<file path="config.mk">
export PLATFORM = sky130hd
export DESIGN_NAME = logic_formula_tokenizer_unit
export DESIGN_NICKNAME = d
export VERILOG_FILES = /design/src/hw/rtl/lft_pkg.sv /design/src/hw/rtl/logic_formula_tokenizer_unit.sv
export SDC_FILE = /design/constraint.sdc
export NUM_CORES = 1
export LEC_CHECK = 0
export BUFFER_PORTS_ARGS = -buffer_cell sky130_fd_sc_hd__buf_2
export CORE_MARGIN = 1
export CORE_UTILIZATION = 37
export CTS_CLUSTER_DIAMETER = 40
export CTS_CLUSTER_SIZE = 20
export DETAILED_ROUTE_END_ITERATION = 16
export PLACE_DENSITY = 0.56
export SYNTH_ARGS = -nofsm -noshare
export SYNTH_HDL_FRONTEND = slang
export SYNTH_SLANG_ARGS = --single-unit
</file>
<file path="constraint.sdc">
create_clock -name clk -period 16 [get_ports clk]
set_input_delay 2.4 -clock clk [delete_from_list [all_inputs] [get_ports clk]]
set_output_delay 2.4 -clock clk [all_outputs]
set_load 0.03 [all_outputs]
</file>
<file path="src/hw/rtl/lft_pkg.sv">
// Package for the logic formula tokenizer: token kind codes, scanner mode codes,
// character constants and the character class functions.
// Depends on nothing; used by logic_formula_tokenizer_unit.
package lft_pkg;

	localparam int KIND_BITS = 5;
	localparam int MODE_BITS = 4;

	typedef logic [KIND_BITS-1:0] kind_t;
	typedef logic [MODE_BITS-1:0] mode_t;

	localparam kind_t TK_EOF        = 5'd0;
	localparam kind_t TK_IDENT      = 5'd1;
	localparam kind_t TK_STRING     = 5'd2;
	localparam kind_t TK_LPAREN     = 5'd3;
	localparam kind_t TK_RPAREN     = 5'd4;
	localparam kind_t TK_LBRACK     = 5'd5;
	localparam kind_t TK_RBRACK     = 5'd6;
	localparam kind_t TK_COMMA      = 5'd7;
	localparam kind_t TK_DOT        = 5'd8;
	localparam kind_t TK_COLON      = 5'd9;
	localparam kind_t TK_AND        = 5'd10;
	localparam kind_t TK_OR         = 5'd11;
	localparam kind_t TK_NOT        = 5'd12;
	localparam kind_t TK_BANG       = 5'd13;
	localparam kind_t TK_QUEST      = 5'd14;
	localparam kind_t TK_EQ         = 5'd15;
	localparam kind_t TK_NEQ        = 5'd16;
	localparam kind_t TK_IFF        = 5'd17;
	localparam kind_t TK_IMPL       = 5'd18;
	localparam kind_t TK_RIMPL      = 5'd19;
	localparam kind_t TK_XOR        = 5'd20;
	localparam kind_t TK_NOR        = 5'd21;
	localparam kind_t TK_NAND       = 5'd22;
	localparam kind_t TK_GT         = 5'd23;
	localparam kind_t TK_STAR       = 5'd24;
	localparam kind_t TK_AT         = 5'd25;
	localparam kind_t TK_BAD_CHAR   = 5'd26;
	localparam kind_t TK_UNTERM_STR = 5'd27;

	localparam mode_t M_GROUND     = 4'd0;
	localparam mode_t M_ID         = 4'd1;
	localparam mode_t M_STR        = 4'd2;
	localparam mode_t M_STR_ESC    = 4'd3;
	localparam mode_t M_LINE       = 4'd4;
	localparam mode_t M_BLOCK      = 4'd5;
	localparam mode_t M_BLOCK_STAR = 4'd6;
	localparam mode_t M_SLASH      = 4'd7;
	localparam mode_t M_LT         = 4'd8;
	localparam mode_t M_LT_EQ      = 4'd9;
	localparam mode_t M_LT_TILDE   = 4'd10;
	localparam mode_t M_TILDE      = 4'd11;
	localparam mode_t M_BANG       = 4'd12;
	localparam mode_t M_EQ         = 4'd13;
	localparam mode_t M_ERROR      = 4'd14;

	localparam logic [7:0] CH_TAB     = 8'h09;
	localparam logic [7:0] CH_CR      = 8'h0D;
	localparam logic [7:0] CH_NL      = 8'h0A;
	localparam logic [7:0] CH_SPACE   = 8'h20;
	localparam logic [7:0] CH_BANG    = 8'h21;
	localparam logic [7:0] CH_DQUOTE  = 8'h22;
	localparam logic [7:0] CH_DOLLAR  = 8'h24;
	localparam logic [7:0] CH_PERCENT = 8'h25;
	localparam logic [7:0] CH_AMP     = 8'h26;
	localparam logic [7:0] CH_SQUOTE  = 8'h27;
	localparam logic [7:0] CH_STAR    = 8'h2A;
	localparam logic [7:0] CH_MINUS   = 8'h2D;
	localparam logic [7:0] CH_SLASH   = 8'h2F;
	localparam logic [7:0] CH_LT      = 8'h3C;
	localparam logic [7:0] CH_EQ      = 8'h3D;
	localparam logic [7:0] CH_GT      = 8'h3E;
	localparam logic [7:0] CH_BSLASH  = 8'h5C;
	localparam logic [7:0] CH_USCORE  = 8'h5F;
	localparam logic [7:0] CH_BAR     = 8'h7C;
	localparam logic [7:0] CH_TILDE   = 8'h7E;

	function automatic logic is_alnum(input logic [7:0] b);
		return (b >= 8'h30 && b <= 8'h39) || (b >= 8'h41 && b <= 8'h5A) ||
			(b >= 8'h61 && b <= 8'h7A);
	endfunction

	function automatic logic id_first(input logic [7:0] b);
		return is_alnum(b) || b == CH_DOLLAR || b == CH_USCORE;
	endfunction

	function automatic logic id_more(input logic [7:0] b);
		return id_first(b) || b == CH_SQUOTE || b == CH_MINUS;
	endfunction

	function automatic logic is_space(input logic [7:0] b);
		return b == CH_SPACE || (b >= CH_TAB && b <= CH_CR);
	endfunction

	// Returns TK_EOF for a byte that is not a single-character token.
	function automatic kind_t single_kind(input logic [7:0] b);
		kind_t k;
		case (b)
			8'h28: k = TK_LPAREN;
			8'h29: k = TK_RPAREN;
			8'h5B: k = TK_LBRACK;
			8'h5D: k = TK_RBRACK;
			8'h2C: k = TK_COMMA;
			8'h2E: k = TK_DOT;
			8'h3A: k = TK_COLON;
			CH_AMP: k = TK_AND;
			CH_BAR: k = TK_OR;
			8'h3F: k = TK_QUEST;
			CH_GT: k = TK_GT;
			CH_STAR: k = TK_STAR;
			8'h40: k = TK_AT;
			default: k = TK_EOF;
		endcase
		return k;
	endfunction

endpackage

</file>
<file path="src/hw/rtl/logic_formula_tokenizer_unit.sv">
// Logic formula tokenizer: input register, one-pass scanner logic and a two-entry
// result buffer on the output stream.
// Depends on lft_pkg.
//
// The block takes one text byte per cycle on the slave stream while the result
// buffer has room (tuser marks the end of the text) and produces tokens on the
// master stream, one result per transfer. Each byte is held in the input register
// until the scanner can place all of its results in the two-entry result buffer,
// which drives the master stream; the buffer sets the pace, and a stalled output
// holds the input back. Identifier and string text streams one byte per result,
// flagged last on its final byte; all other tokens are single results.
// Start line and column saturate at 2^POSITION_BITS - 1.
module logic_formula_tokenizer_unit #(
	parameter int POSITION_BITS = 16
) (
	input  logic clk,
	input  logic arst_n,
	input  logic s_axis_tvalid,
	output logic s_axis_tready,
	input  logic [7:0] s_axis_tdata, // [7:0] input_byte
	input  logic s_axis_tuser,       // [0] end_of_input
	output logic m_axis_tvalid,
	input  logic m_axis_tready,
	// [7:0] text_byte, then start_line, then start_column, zero-filled to bytes
	output logic [((8 + 2*POSITION_BITS + 7) / 8) * 8 - 1:0] m_axis_tdata,
	output logic m_axis_tlast,       // last_of_token
	output logic [5:0] m_axis_tuser  // [4:0] kind of token, [5] has_text
);

	localparam int P = POSITION_BITS;
	localparam int TW = ((8 + 2*P + 7) / 8) * 8;
	localparam logic [P-1:0] POS_MAX = '1;
	localparam logic [P-1:0] POS_ONE = {{(P-1){1'b0}}, 1'b1};

	typedef struct packed {
		lft_pkg::kind_t kind;
		logic [7:0] text;
		logic has;
		logic last;
		logic [P-1:0] line;
		logic [P-1:0] col;
	} res_t;

	function automatic res_t mk(input lft_pkg::kind_t kind, input logic [7:0] text,
		input logic has, input logic last, input logic [P-1:0] line,
		input logic [P-1:0] col);
		res_t r;
		r.kind = kind;
		r.text = text;
		r.has = has;
		r.last = last;
		r.line = line;
		r.col = col;
		return r;
	endfunction

	logic valid_s1;
	logic [7:0] byte_s1;
	logic eoi_s1;

	lft_pkg::mode_t mode_q, mode_n;
	logic [7:0] held_q, held_n;
	logic hv_q, hv_n;
	logic dq_q, dq_n;
	logic [P-1:0] tok_line_q, tok_line_n, tok_col_q, tok_col_n;
	logic [P-1:0] cur_line_q, cur_line_n, cur_col_q, cur_col_n;

	res_t res [2];
	logic [1:0] n_res;

	res_t buf_q [2];
	res_t buf_n [2];
	logic [1:0] cnt_q, cnt_n, cnt_ap;
	logic pop, fire;

	assign pop = m_axis_tvalid && m_axis_tready;
	assign cnt_ap = cnt_q - {1'b0, pop};
	assign fire = valid_s1 && (({1'b0, cnt_ap} + {1'b0, n_res}) <= 3'd2);
	assign s_axis_tready = !valid_s1 || fire;

	always_ff @(posedge clk or negedge arst_n) begin
		if (!arst_n) begin
			valid_s1 <= 1'b0;
		end else if (s_axis_tvalid && s_axis_tready) begin
			valid_s1 <= 1'b1;
		end else if (fire) begin
			valid_s1 <= 1'b0;
		end
	end

	always_ff @(posedge clk) begin
		if (s_axis_tvalid && s_axis_tready) begin
			byte_s1 <= s_axis_tdata;
			eoi_s1 <= s_axis_tuser;
		end
	end

	always_comb begin
		logic [7:0] b;
		logic [P-1:0] pl, pc;
		logic do_ground;
		lft_pkg::kind_t sk;
		b = byte_s1;
		pl = cur_line_q;
		pc = cur_col_q;
		do_ground = 1'b0;
		sk = lft_pkg::single_kind(b);
		mode_n = mode_q;
		held_n = held_q;
		hv_n = hv_q;
		dq_n = dq_q;
		tok_line_n = tok_line_q;
		tok_col_n = tok_col_q;
		cur_line_n = cur_line_q;
		cur_col_n = cur_col_q;
		res[0] = '0;
		res[1] = '0;
		n_res = 2'd0;
		if (eoi_s1) begin
			case (mode_q)
				lft_pkg::M_ID: begin
					if (hv_q) begin
						res[n_res[0]] = mk(lft_pkg::TK_IDENT, held_q, 1'b1, 1'b1,
							tok_line_q, tok_col_q);
						n_res = n_res + 2'd1;
					end
				end
				lft_pkg::M_STR, lft_pkg::M_STR_ESC: begin
					res[n_res[0]] = mk(lft_pkg::TK_UNTERM_STR, 8'd0, 1'b0, 1'b1,
						tok_line_q, tok_col_q);
					n_res = n_res + 2'd1;
				end
				lft_pkg::M_SLASH, lft_pkg::M_LT, lft_pkg::M_LT_TILDE: begin
					res[n_res[0]] = mk(lft_pkg::TK_BAD_CHAR, 8'd0, 1'b0, 1'b1,
						tok_line_q, tok_col_q);
					n_res = n_res + 2'd1;
				end
				lft_pkg::M_LT_EQ: begin
					res[n_res[0]] = mk(lft_pkg::TK_RIMPL, 8'd0, 1'b0, 1'b1,
						tok_line_q, tok_col_q);
					n_res = n_res + 2'd1;
				end
				lft_pkg::M_TILDE: begin
					res[n_res[0]] = mk(lft_pkg::TK_NOT, 8'd0, 1'b0, 1'b1,
						tok_line_q, tok_col_q);
					n_res = n_res + 2'd1;
				end
				lft_pkg::M_BANG: begin
					res[n_res[0]] = mk(lft_pkg::TK_BANG, 8'd0, 1'b0, 1'b1,
						tok_line_q, tok_col_q);
					n_res = n_res + 2'd1;
				end
				lft_pkg::M_EQ: begin
					res[n_res[0]] = mk(lft_pkg::TK_EQ, 8'd0, 1'b0, 1'b1,
						tok_line_q, tok_col_q);
					n_res = n_res + 2'd1;
				end
				default: begin
				end
			endcase
			res[n_res[0]] = mk(lft_pkg::TK_EOF, 8'd0, 1'b0, 1'b1, cur_line_q, cur_col_q);
			n_res = n_res + 2'd1;
			mode_n = lft_pkg::M_GROUND;
			held_n = 8'd0;
			hv_n = 1'b0;
			dq_n = 1'b0;
			tok_line_n = POS_ONE;
			tok_col_n = POS_ONE;
			cur_line_n = POS_ONE;
			cur_col_n = POS_ONE;
		end else if (mode_q != lft_pkg::M_ERROR) begin
			if (b == lft_pkg::CH_NL) begin
				if (cur_line_q != POS_MAX) begin
					cur_line_n = cur_line_q + POS_ONE;
				end
				cur_col_n = POS_ONE;
			end else if (cur_col_q != POS_MAX) begin
				cur_col_n = cur_col_q + POS_ONE;
			end
			case (mode_q)
				lft_pkg::M_ID: begin
					if (hv_q) begin
						res[n_res[0]] = mk(lft_pkg::TK_IDENT, held_q, 1'b1,
							!lft_pkg::id_more(b), tok_line_q, tok_col_q);
						n_res = n_res + 2'd1;
						hv_n = 1'b0;
					end
					if (lft_pkg::id_more(b)) begin
						held_n = b;
						hv_n = 1'b1;
					end else begin
						do_ground = 1'b1;
					end
				end
				lft_pkg::M_STR: begin
					if (b == (dq_q ? lft_pkg::CH_DQUOTE : lft_pkg::CH_SQUOTE)) begin
						res[n_res[0]] = mk(lft_pkg::TK_STRING, hv_q ? held_q : 8'd0, hv_q,
							1'b1, tok_line_q, tok_col_q);
						n_res = n_res + 2'd1;
						hv_n = 1'b0;
						mode_n = lft_pkg::M_GROUND;
					end else begin
						if (hv_q) begin
							res[n_res[0]] = mk(lft_pkg::TK_STRING, held_q, 1'b1, 1'b0,
								tok_line_q, tok_col_q);
							n_res = n_res + 2'd1;
						end
						held_n = b;
						hv_n = 1'b1;
						if (b == lft_pkg::CH_BSLASH) begin
							mode_n = lft_pkg::M_STR_ESC;
						end
					end
				end
				lft_pkg::M_STR_ESC: begin
					if (hv_q) begin
						res[n_res[0]] = mk(lft_pkg::TK_STRING, held_q, 1'b1, 1'b0,
							tok_line_q, tok_col_q);
						n_res = n_res + 2'd1;
					end
					held_n = b;
					hv_n = 1'b1;
					mode_n = lft_pkg::M_STR;
				end
				lft_pkg::M_LINE: begin
					if (b == lft_pkg::CH_NL) begin
						mode_n = lft_pkg::M_GROUND;
					end
				end
				lft_pkg::M_BLOCK: begin
					if (b == lft_pkg::CH_STAR) begin
						mode_n = lft_pkg::M_BLOCK_STAR;
					end
				end
				lft_pkg::M_BLOCK_STAR: begin
					if (b == lft_pkg::CH_SLASH) begin
						mode_n = lft_pkg::M_GROUND;
					end else if (b != lft_pkg::CH_STAR) begin
						mode_n = lft_pkg::M_BLOCK;
					end
				end
				lft_pkg::M_SLASH: begin
					if (b == lft_pkg::CH_STAR) begin
						mode_n = lft_pkg::M_BLOCK;
					end else begin
						mode_n = lft_pkg::M_ERROR;
						res[n_res[0]] = mk(lft_pkg::TK_BAD_CHAR, 8'd0, 1'b0, 1'b1,
							tok_line_q, tok_col_q);
						n_res = n_res + 2'd1;
					end
				end
				lft_pkg::M_LT: begin
					if (b == lft_pkg::CH_EQ) begin
						mode_n = lft_pkg::M_LT_EQ;
					end else if (b == lft_pkg::CH_TILDE) begin
						mode_n = lft_pkg::M_LT_TILDE;
					end else begin
						mode_n = lft_pkg::M_ERROR;
						res[n_res[0]] = mk(lft_pkg::TK_BAD_CHAR, 8'd0, 1'b0, 1'b1,
							tok_line_q, tok_col_q);
						n_res = n_res + 2'd1;
					end
				end
				lft_pkg::M_LT_EQ: begin
					res[n_res[0]] = mk((b == lft_pkg::CH_GT) ? lft_pkg::TK_IFF :
						lft_pkg::TK_RIMPL, 8'd0, 1'b0, 1'b1, tok_line_q, tok_col_q);
					n_res = n_res + 2'd1;
					mode_n = lft_pkg::M_GROUND;
					do_ground = (b != lft_pkg::CH_GT);
				end
				lft_pkg::M_LT_TILDE: begin
					if (b == lft_pkg::CH_GT) begin
						mode_n = lft_pkg::M_GROUND;
						res[n_res[0]] = mk(lft_pkg::TK_XOR, 8'd0, 1'b0, 1'b1,
							tok_line_q, tok_col_q);
					end else begin
						mode_n = lft_pkg::M_ERROR;
						res[n_res[0]] = mk(lft_pkg::TK_BAD_CHAR, 8'd0, 1'b0, 1'b1,
							tok_line_q, tok_col_q);
					end
					n_res = n_res + 2'd1;
				end
				lft_pkg::M_TILDE: begin
					mode_n = lft_pkg::M_GROUND;
					if (b == lft_pkg::CH_BAR) begin
						res[n_res[0]] = mk(lft_pkg::TK_NOR, 8'd0, 1'b0, 1'b1,
							tok_line_q, tok_col_q);
					end else if (b == lft_pkg::CH_AMP) begin
						res[n_res[0]] = mk(lft_pkg::TK_NAND, 8'd0, 1'b0, 1'b1,
							tok_line_q, tok_col_q);
					end else begin
						res[n_res[0]] = mk(lft_pkg::TK_NOT, 8'd0, 1'b0, 1'b1,
							tok_line_q, tok_col_q);
						do_ground = 1'b1;
					end
					n_res = n_res + 2'd1;
				end
				lft_pkg::M_BANG: begin
					res[n_res[0]] = mk((b == lft_pkg::CH_EQ) ? lft_pkg::TK_NEQ :
						lft_pkg::TK_BANG, 8'd0, 1'b0, 1'b1, tok_line_q, tok_col_q);
					n_res = n_res + 2'd1;
					mode_n = lft_pkg::M_GROUND;
					do_ground = (b != lft_pkg::CH_EQ);
				end
				lft_pkg::M_EQ: begin
					res[n_res[0]] = mk((b == lft_pkg::CH_GT) ? lft_pkg::TK_IMPL :
						lft_pkg::TK_EQ, 8'd0, 1'b0, 1'b1, tok_line_q, tok_col_q);
					n_res = n_res + 2'd1;
					mode_n = lft_pkg::M_GROUND;
					do_ground = (b != lft_pkg::CH_GT);
				end
				default: begin
					do_ground = 1'b1;
				end
			endcase
			if (do_ground) begin
				mode_n = lft_pkg::M_GROUND;
				if (lft_pkg::is_space(b)) begin
					mode_n = lft_pkg::M_GROUND;
				end else if (b == lft_pkg::CH_PERCENT) begin
					mode_n = lft_pkg::M_LINE;
				end else begin
					tok_line_n = pl;
					tok_col_n = pc;
					if (b == lft_pkg::CH_SLASH) begin
						mode_n = lft_pkg::M_SLASH;
					end else if (b == lft_pkg::CH_LT) begin
						mode_n = lft_pkg::M_LT;
					end else if (b == lft_pkg::CH_TILDE) begin
						mode_n = lft_pkg::M_TILDE;
					end else if (b == lft_pkg::CH_BANG) begin
						mode_n = lft_pkg::M_BANG;
					end else if (b == lft_pkg::CH_EQ) begin
						mode_n = lft_pkg::M_EQ;
					end else if (b == lft_pkg::CH_SQUOTE || b == lft_pkg::CH_DQUOTE) begin
						mode_n = lft_pkg::M_STR;
						dq_n = (b == lft_pkg::CH_DQUOTE);
						hv_n = 1'b0;
					end else if (sk != lft_pkg::TK_EOF) begin
						res[n_res[0]] = mk(sk, 8'd0, 1'b0, 1'b1, pl, pc);
						n_res = n_res + 2'd1;
					end else if (lft_pkg::id_first(b)) begin
						mode_n = lft_pkg::M_ID;
						held_n = b;
						hv_n = 1'b1;
					end else begin
						mode_n = lft_pkg::M_ERROR;
						res[n_res[0]] = mk(lft_pkg::TK_BAD_CHAR, 8'd0, 1'b0, 1'b1, pl, pc);
						n_res = n_res + 2'd1;
					end
				end
			end
		end
	end

	always_ff @(posedge clk or negedge arst_n) begin
		if (!arst_n) begin
			mode_q <= lft_pkg::M_GROUND;
			held_q <= 8'd0;
			hv_q <= 1'b0;
			dq_q <= 1'b0;
			tok_line_q <= POS_ONE;
			tok_col_q <= POS_ONE;
			cur_line_q <= POS_ONE;
			cur_col_q <= POS_ONE;
		end else if (fire) begin
			mode_q <= mode_n;
			held_q <= held_n;
			hv_q <= hv_n;
			dq_q <= dq_n;
			tok_line_q <= tok_line_n;
			tok_col_q <= tok_col_n;
			cur_line_q <= cur_line_n;
			cur_col_q <= cur_col_n;
		end
	end

	always_comb begin
		buf_n[0] = pop ? buf_q[1] : buf_q[0];
		buf_n[1] = buf_q[1];
		cnt_n = cnt_ap;
		if (fire) begin
			cnt_n = cnt_ap + n_res;
			if (cnt_ap == 2'd0) begin
				buf_n[0] = res[0];
				buf_n[1] = res[1];
			end else if (cnt_ap == 2'd1) begin
				buf_n[1] = res[0];
			end
		end
	end

	always_ff @(posedge clk or negedge arst_n) begin
		if (!arst_n) begin
			cnt_q <= 2'd0;
		end else begin
			cnt_q <= cnt_n;
		end
	end

	always_ff @(posedge clk) begin
		buf_q[0] <= buf_n[0];
		buf_q[1] <= buf_n[1];
	end

	assign m_axis_tvalid = (cnt_q != 2'd0);
	assign m_axis_tdata = TW'({buf_q[0].col, buf_q[0].line, buf_q[0].text});
	assign m_axis_tlast = buf_q[0].last;
	assign m_axis_tuser = {buf_q[0].has, buf_q[0].kind};

`ifndef SYNTH
	a_cnt_range: assert property (@(posedge clk) disable iff (!arst_n)
		cnt_q != 2'd3)
		else $error("result buffer count out of range");

	a_eoi_resets: assert property (@(posedge clk) disable iff (!arst_n)
		fire && eoi_s1 |=> mode_q == lft_pkg::M_GROUND && cur_line_q == POS_ONE &&
			cur_col_q == POS_ONE && !hv_q)
		else $error("end of input did not restore the reset state");

	a_error_sticky: assert property (@(posedge clk) disable iff (!arst_n)
		mode_q == lft_pkg::M_ERROR && !(fire && eoi_s1) |=> mode_q == lft_pkg::M_ERROR)
		else $error("error mode left without end of input");

	a_eof_last: assert property (@(posedge clk) disable iff (!arst_n)
		m_axis_tvalid && buf_q[0].kind == lft_pkg::TK_EOF |-> buf_q[0].last && !buf_q[0].has)
		else $error("end-of-file result malformed");

	a_text_kind: assert property (@(posedge clk) disable iff (!arst_n)
		m_axis_tvalid && buf_q[0].has |->
			buf_q[0].kind == lft_pkg::TK_IDENT || buf_q[0].kind == lft_pkg::TK_STRING)
		else $error("text byte on a token without text");
`endif

endmodule
</file>
==> results of run 1 <==
cell type report:
class | instances | area, um2 | share of cell area [%]
Inverter | 22 | 82.6 | 0.738
Clock inverter | 15 | 218 | 1.94
Tap cell | 372 | 465 | 4.16
Sequential cell | 184 | 4650 | 41.6
Timing Repair Buffer | 77 | 428 | 3.82
Clock buffer | 17 | 425 | 3.80
Multi-Input combinational cell | 811 | 4920 | 44.0
cells by family (layout without fill, tap and decap cells):
logic type | Yosys count | in the layout | share of synthesized area (%)
AND/OR/NAND/NOR | 428 | 428 | 20.1
XOR/XNOR | 30 | 30 | 2.53
adder cells (fa/ha/maj) | 6 | 6 | 0.796
flip-flops | 184 | 184 | 44.9
AO/OA/AOI/OAI | 342 | 342 | 23.2
buffers and inverters | 157 | 131 | 8.04
multiplexers | 5 | 5 | 0.482
per-stage QoR:
stage | instance area, um2 | instances
CTS | 11200 | 1498
finish | 11200 | 1498
floorplan | 10400 | 1152
global route | 11200 | 1498
detailed placement | 10600 | 1466
global placement | 10600 | 1466
sequential cells by signal, summed over array words and instances, names as in the netlist, 2 cells and up:
| name | flops |
|---|---|
| held_q | 8 |
| cnt_q | 2 |
| mode_q | 4 |
| tok_col_q | 16 |
| cur_line_q | 16 |
| tok_line_q | 16 |
| buf_q | 94 |
| byte_s1 | 8 |
| cur_col_q | 16 |
routing by layer:
| metal | up-vias | wire length [um] | global-route usage [%] |
|---|---|---|---|
| li1 | 4080 | - | - |
| met5 | - | 0 | 0 |
| met2 | 217 | 13500 | 33.5 |
| met1 | 4219 | 13600 | 28.7 |
| met4 | 0 | 282 | 4.78 |
| met3 | 20 | 1100 | 3.01 |
worst paths after layout:
kind	slack [ns]	end	depth (start not counted)
max	8.26	s_axis_tready	13
min	0.48	buf_q[0][34]	2
max reg2reg	9.28	tok_line_q[0]	17
min reg2reg	0.48	buf_q[0][34]	2
max in group asynchronous	13.00	held_q[0]	2
min in group asynchronous	1.94	mode_q[2]	1
critical path, stage by stage, from the launching register on:
cell       delay (ns)
edfxtp_1         1.00
or3b_1           0.47
a2111oi_4        0.41
o32ai_2          0.25
nor2_4           0.25
inv_2            0.12
a211oi_1         0.57
o21ai_0          0.19
nand2_1          0.12
ha_1             0.18
fa_1             0.42
a21oi_1          0.44
nand2b_1         0.26
buf_2            0.23
cells in the mapped netlist, drive strengths merged (6+ instances only):
library cell / number
a211oi: 6
a21oi: 71
a221oi: 33
a22o: 45
a31oi: 45
and2: 8
and3: 15
buf: 71
clkbuf: 64
dfrtp: 77
dfxtp: 47
edfxtp: 56
inv: 21
nand2: 187
nand2b: 8
nand3: 27
nand4: 14
nor2: 71
nor2b: 42
nor3: 13
o21ai: 76
o31ai: 6
or2: 6
or3: 6
xnor2: 11
xor2: 19
==> metrics.md, run 1 <==
| Metric | Value |
|---|---|
| Status | complete, no violations |
| CTS H-tree depth | 4 |
| Ant. Diodes | 0 |
| DR pass1 iterations | 5 |
| Worst R2R Start | byte_s1[0] |
| Worst hold path class | register to register |
| Fmax | 129 MHz |
| TritonCTS Buffers | 17 |
| Most common cell after layout, fill and taps aside | nand2_1 |
| Post-synth top flop | dfrtp_1 |
| CTS-repair resized insts | 0 |
| Vias in the first global route | 8205 |
| Wire per inst | 19.0 um |
| Worst setup SP type | register |
| Root Driver | clkbuf_16 |
| Slew Viols, Final | 0 |
| Synth Register Bits | 184 |
| Required @ worst endpoint | 13.60 ns |
| Clock Skews | 0.0196 ns |
| Place WS | 8.40 ns |
| DRC | 0 |
| DIE AREA | 28700 um2 |
| Die Y | 169 um |
| Final hold slack | 0.477 ns |
| CP Class | register to primary output |
| Initial drt markers | 641 |
| Yosys top cell by area | dfrtp_1 |
| Unrepaired setup endpoints after global routing | no |
| Layout fillers | 2712 |
| I/O pin count | 62 |
| Routability cong. | 0.917 |
| Crit. Startpoint | byte_s1[0] |
| Total number of vias | 8536 |
| Gr ovfl total | 0 |
| # setup viols final | 0 |
| Most frequent cells in the layout | nand2_1 (186), dfrtp_1 (77), a21oi_1 (71), nor2_1 (68), buf_2 (60) |
| Cell Area, Synth | 10400 um2 |
| Hold wc startpoint | buf_q[0][34] |
| Tcrit/Tclk final | 48.3% |
| All-Layer GR Usage | 20.5% |
| PortBufs | 61 |
| Wire length of the first global-routing pass | 46500 um |
| Hold_buf cts | 0 |
| Avg Inst Size Synth | 9.00 um2 |
| CTS Buffer Depth | 2 |
| TritonCTS sink count | 184 |
| Syn Inst Count | 1152 |
| Setup slack after layout | 8.26 ns |
| Worst Max-Slew Pin Slew | 0.986 ns |
| Antenna Nets Post-Route | 0 |
| Final Util | 41.1% |
| Initial Util | 38.1% |
| Final hold vios | 0 |
| Arrival time worst endpoint | 5.34 ns |
| Crit Path Max Fanout | 32 |
| Post-synth top area share | 18.6% |
| Drt total wl | 28500 um |
| Number of synthesized flops with an enable pin | 56 |
| Die width | 169 um |
| Avg Vias per Cell | 5.70 |
| Setup TNS | 0 ns |
| CTS tree | yes |
| Synthesized Nets | 1171 |
| Layout cell share with drive strength beyond 1 | 13.1% |
| Slew headroom | 34.3% |
| Post-DP HPWL | 18000 um |
| Synth area leaders | dfrtp_1 (19%), edfxtp_1 (16%), dfxtp_1 (9.1%), nand2_1 (6.8%), a22o_1 (3.8%) |
| Sequential area share after synthesis | 44.9% |
| Worst-path clk slew | 0.08 ns |
| Initial antenna violation count | 0 |
| Ys async rst share | 44.0% |
| Post-CTS setup buffers | 0 |
| Row Count | 60 |
| Nature of the critical path endpoint | primary output |
| Yosys cell types | 87 |
| Clk_lat worst skew | 0.44 ns |
| Core area | 27300 um2 |
| Nets | 1132 |
| Post-layout min period | 7.74 ns |
| Layout area overhead | 7.92% |
| Maxcap violations | 0 |
| Largest net degree at the start of global routing | 95 |
| YS warnings | 0 |
Power of run 1 is left out: the tool's default activity adds up to more than one toggle a clock period on the data nets, which glitch-free logic cannot reach.
==> run 2: changes to the inputs <==
Settings changed: PLACE_DENSITY 0.56 to 0.58.
Clock period 16 ns to 6.4 ns, I/O delays scaled along.
==> run 2 against run 1 <==
Core utilization increased by 0.38 points. Register-to-register slack got worse by 8.7 ns. First-iteration DRC count increased by 36%. Via count increased by 0.94%. Final area increased by 0.93%. Critical endpoint unchanged.
==> metrics.md, run 2 (synthesized netlist as in run 1, its figures left out) <==
| Metric | Value |
|---|---|
| Worst-path clk slew | 0.08 ns |
| WP buf/inv | 4 |
| Setup TNS | 0 ns |
| Worst path top cell family by delay | compound AO/OA/AOI/OAI gates |
| Most common cell after layout, fill and taps aside | nand2_1 |
| Gr ovfl total | 0 |
| Total number of vias | 8616 |
| Layout area overhead | 8.93% |
| Ant. Diodes | 0 |
| Critical Path Slowest Stage Cell | edfxtp_1 |
| Required @ worst endpoint | 5.44 ns |
| Drt total wl | 28900 um |
| Row Count | 60 |
| Max stage delay on crit path | 1.00 ns |
| Post-layout min period | 5.96 ns |
| Wire per inst | 19.1 um |
| Layout cell share with drive strength beyond 1 | 14.0% |
| Avg Vias per Cell | 5.70 |
| Vias in the first global route | 8415 |
| Max reg flops | 94 |
| CTS H-tree depth | 4 |
| Initial antenna violation count | 0 |
| I/O pin count | 62 |
| Crit Path Max Fanout | 32 |
| CTS tree | yes |
| Status | complete, no violations |
| TritonCTS Buffers | 17 |
| Tcrit/Tclk final | 93.1% |
| Worst Max-Slew Pin Slew | 0.988 ns |
| Arrival time worst endpoint | 5.00 ns |
| Critical-path cell list | inv_1 -> a2111oi_4 -> o221a_2 -> nor2_4 -> inv_2 -> ha_1 -> nand2_1 -> mux2i_1 -> o21ai_0 -> nand2_1 -> ha_1 -> fa_1 -> a21oi_1 -> buf_4 -> nand2b_1 -> buf_2 |
| TritonCTS sink count | 184 |
| Post-CTS setup buffers | 0 |
| Nets | 1145 |
| Largest net degree at the start of global routing | 73 |
| Core area | 27300 um2 |
| Slew Viols, Final | 0 |
| DRC | 0 |
| Root Driver | clkbuf_16 |
| Clock Skews | 0.0242 ns |
| Nature of the critical path endpoint | primary output |
| Final hold vios | 0 |
| All-Layer GR Usage | 20.9% |
| CP Class | register to primary output |
| Unrepaired setup endpoints after global routing | no |
| Hold_buf cts | 0 |
| CTS-repair resized insts | 0 |
| Die Y | 169 um |
| Wire length of the first global-routing pass | 47000 um |
| Worst hold path class | primary input to asynchronous set/reset pin |
| PortBufs | 61 |
| Most frequent cells in the layout | nand2_1 (186), dfrtp_1 (77), a21oi_1 (71), nor2_1 (68), buf_2 (60) |
| Register with the most flip-flops | buf_q |
| Fmax | 168 MHz |
| Clk_lat worst skew | 0.44 ns |
| DR pass1 iterations | 5 |
| Antenna Nets Post-Route | 0 |
| Maxcap violations | 0 |
| Routability cong. | 0.933 |
| Initial drt markers | 871 |
| CTS Buffer Depth | 2 |
| Die width | 169 um |
| # setup viols final | 0 |
| DIE AREA | 28700 um2 |
| Post-DP HPWL | 18700 um |
| Initial Util | 38.1% |
| Worst setup SP type | register |
| Slew headroom | 33.9% |
==> run 2: changes by cell type in the layout (fill, tap and decap cells not counted), sizes merged <==
cell,before,now
buf,77,90
clkinv,9,7
bufinv,1,0
inv,27,30
==> run 2: routing by layer <==
layer	global-route usage [%]	vias to the layer above	wire, um
met3	3.54	38	1220
met2	33.5	248	13600
met4	6.89	0	555
met1	28.5	4221	13500
met5	0	-	0
li1	-	4109	-
==> run 2: cell type report <==
cell class | instances | area, um2
Fill cell | 2717 | 16000
Multi-Input combinational cell | 811 | 4920
Sequential cell | 184 | 4650
Timing Repair Buffer | 90 | 563
Tap cell | 372 | 465
Clock buffer | 17 | 425
Clock inverter | 15 | 186
Inverter | 22 | 82.6
==> run 2: final timing paths <==
path / endpoint / slack (ns) / depth (start not counted) / start
setup reg to reg: cur_line_q[9] / 0.62 / 20 / byte_s1[1]
setup / recovery: s_axis_tready / 0.44 / 16 / byte_s1[1]
hold reg to reg: buf_q[0][40] / 0.47 / 2 / buf_q[0][40]
min in group clk: buf_q[0][40] / 0.47 / 2 / buf_q[0][40]
hold / removal: mode_q[1] / 0.47 / 1 / arst_n
max in group asynchronous: cur_col_q[7] / 4.85 / 2 / arst_n
==> run 2: through the flow <==
stage | setup slack (ns) | hold WS [ns] | util [%] | cell area, um2 | cells
3_5_place_dp | 0.674 | 0.466 | 39.2 | 10700 | 1479
6_report | 0.442 | 0.468 | 41.5 | 11300 | 1511
3_3_place_gp | 0.723 | 0.465 | 39.2 | 10700 | 1479
5_1_grt | 0.0664 | 0.498 | 41.5 | 11300 | 1511
2_1_floorplan | 0.386 | 0.452 | - | 10400 | 1152
4_1_cts | 0.481 | 0.477 | 41.5 | 11300 | 1511
Power of run 2 is left out for the same reason.
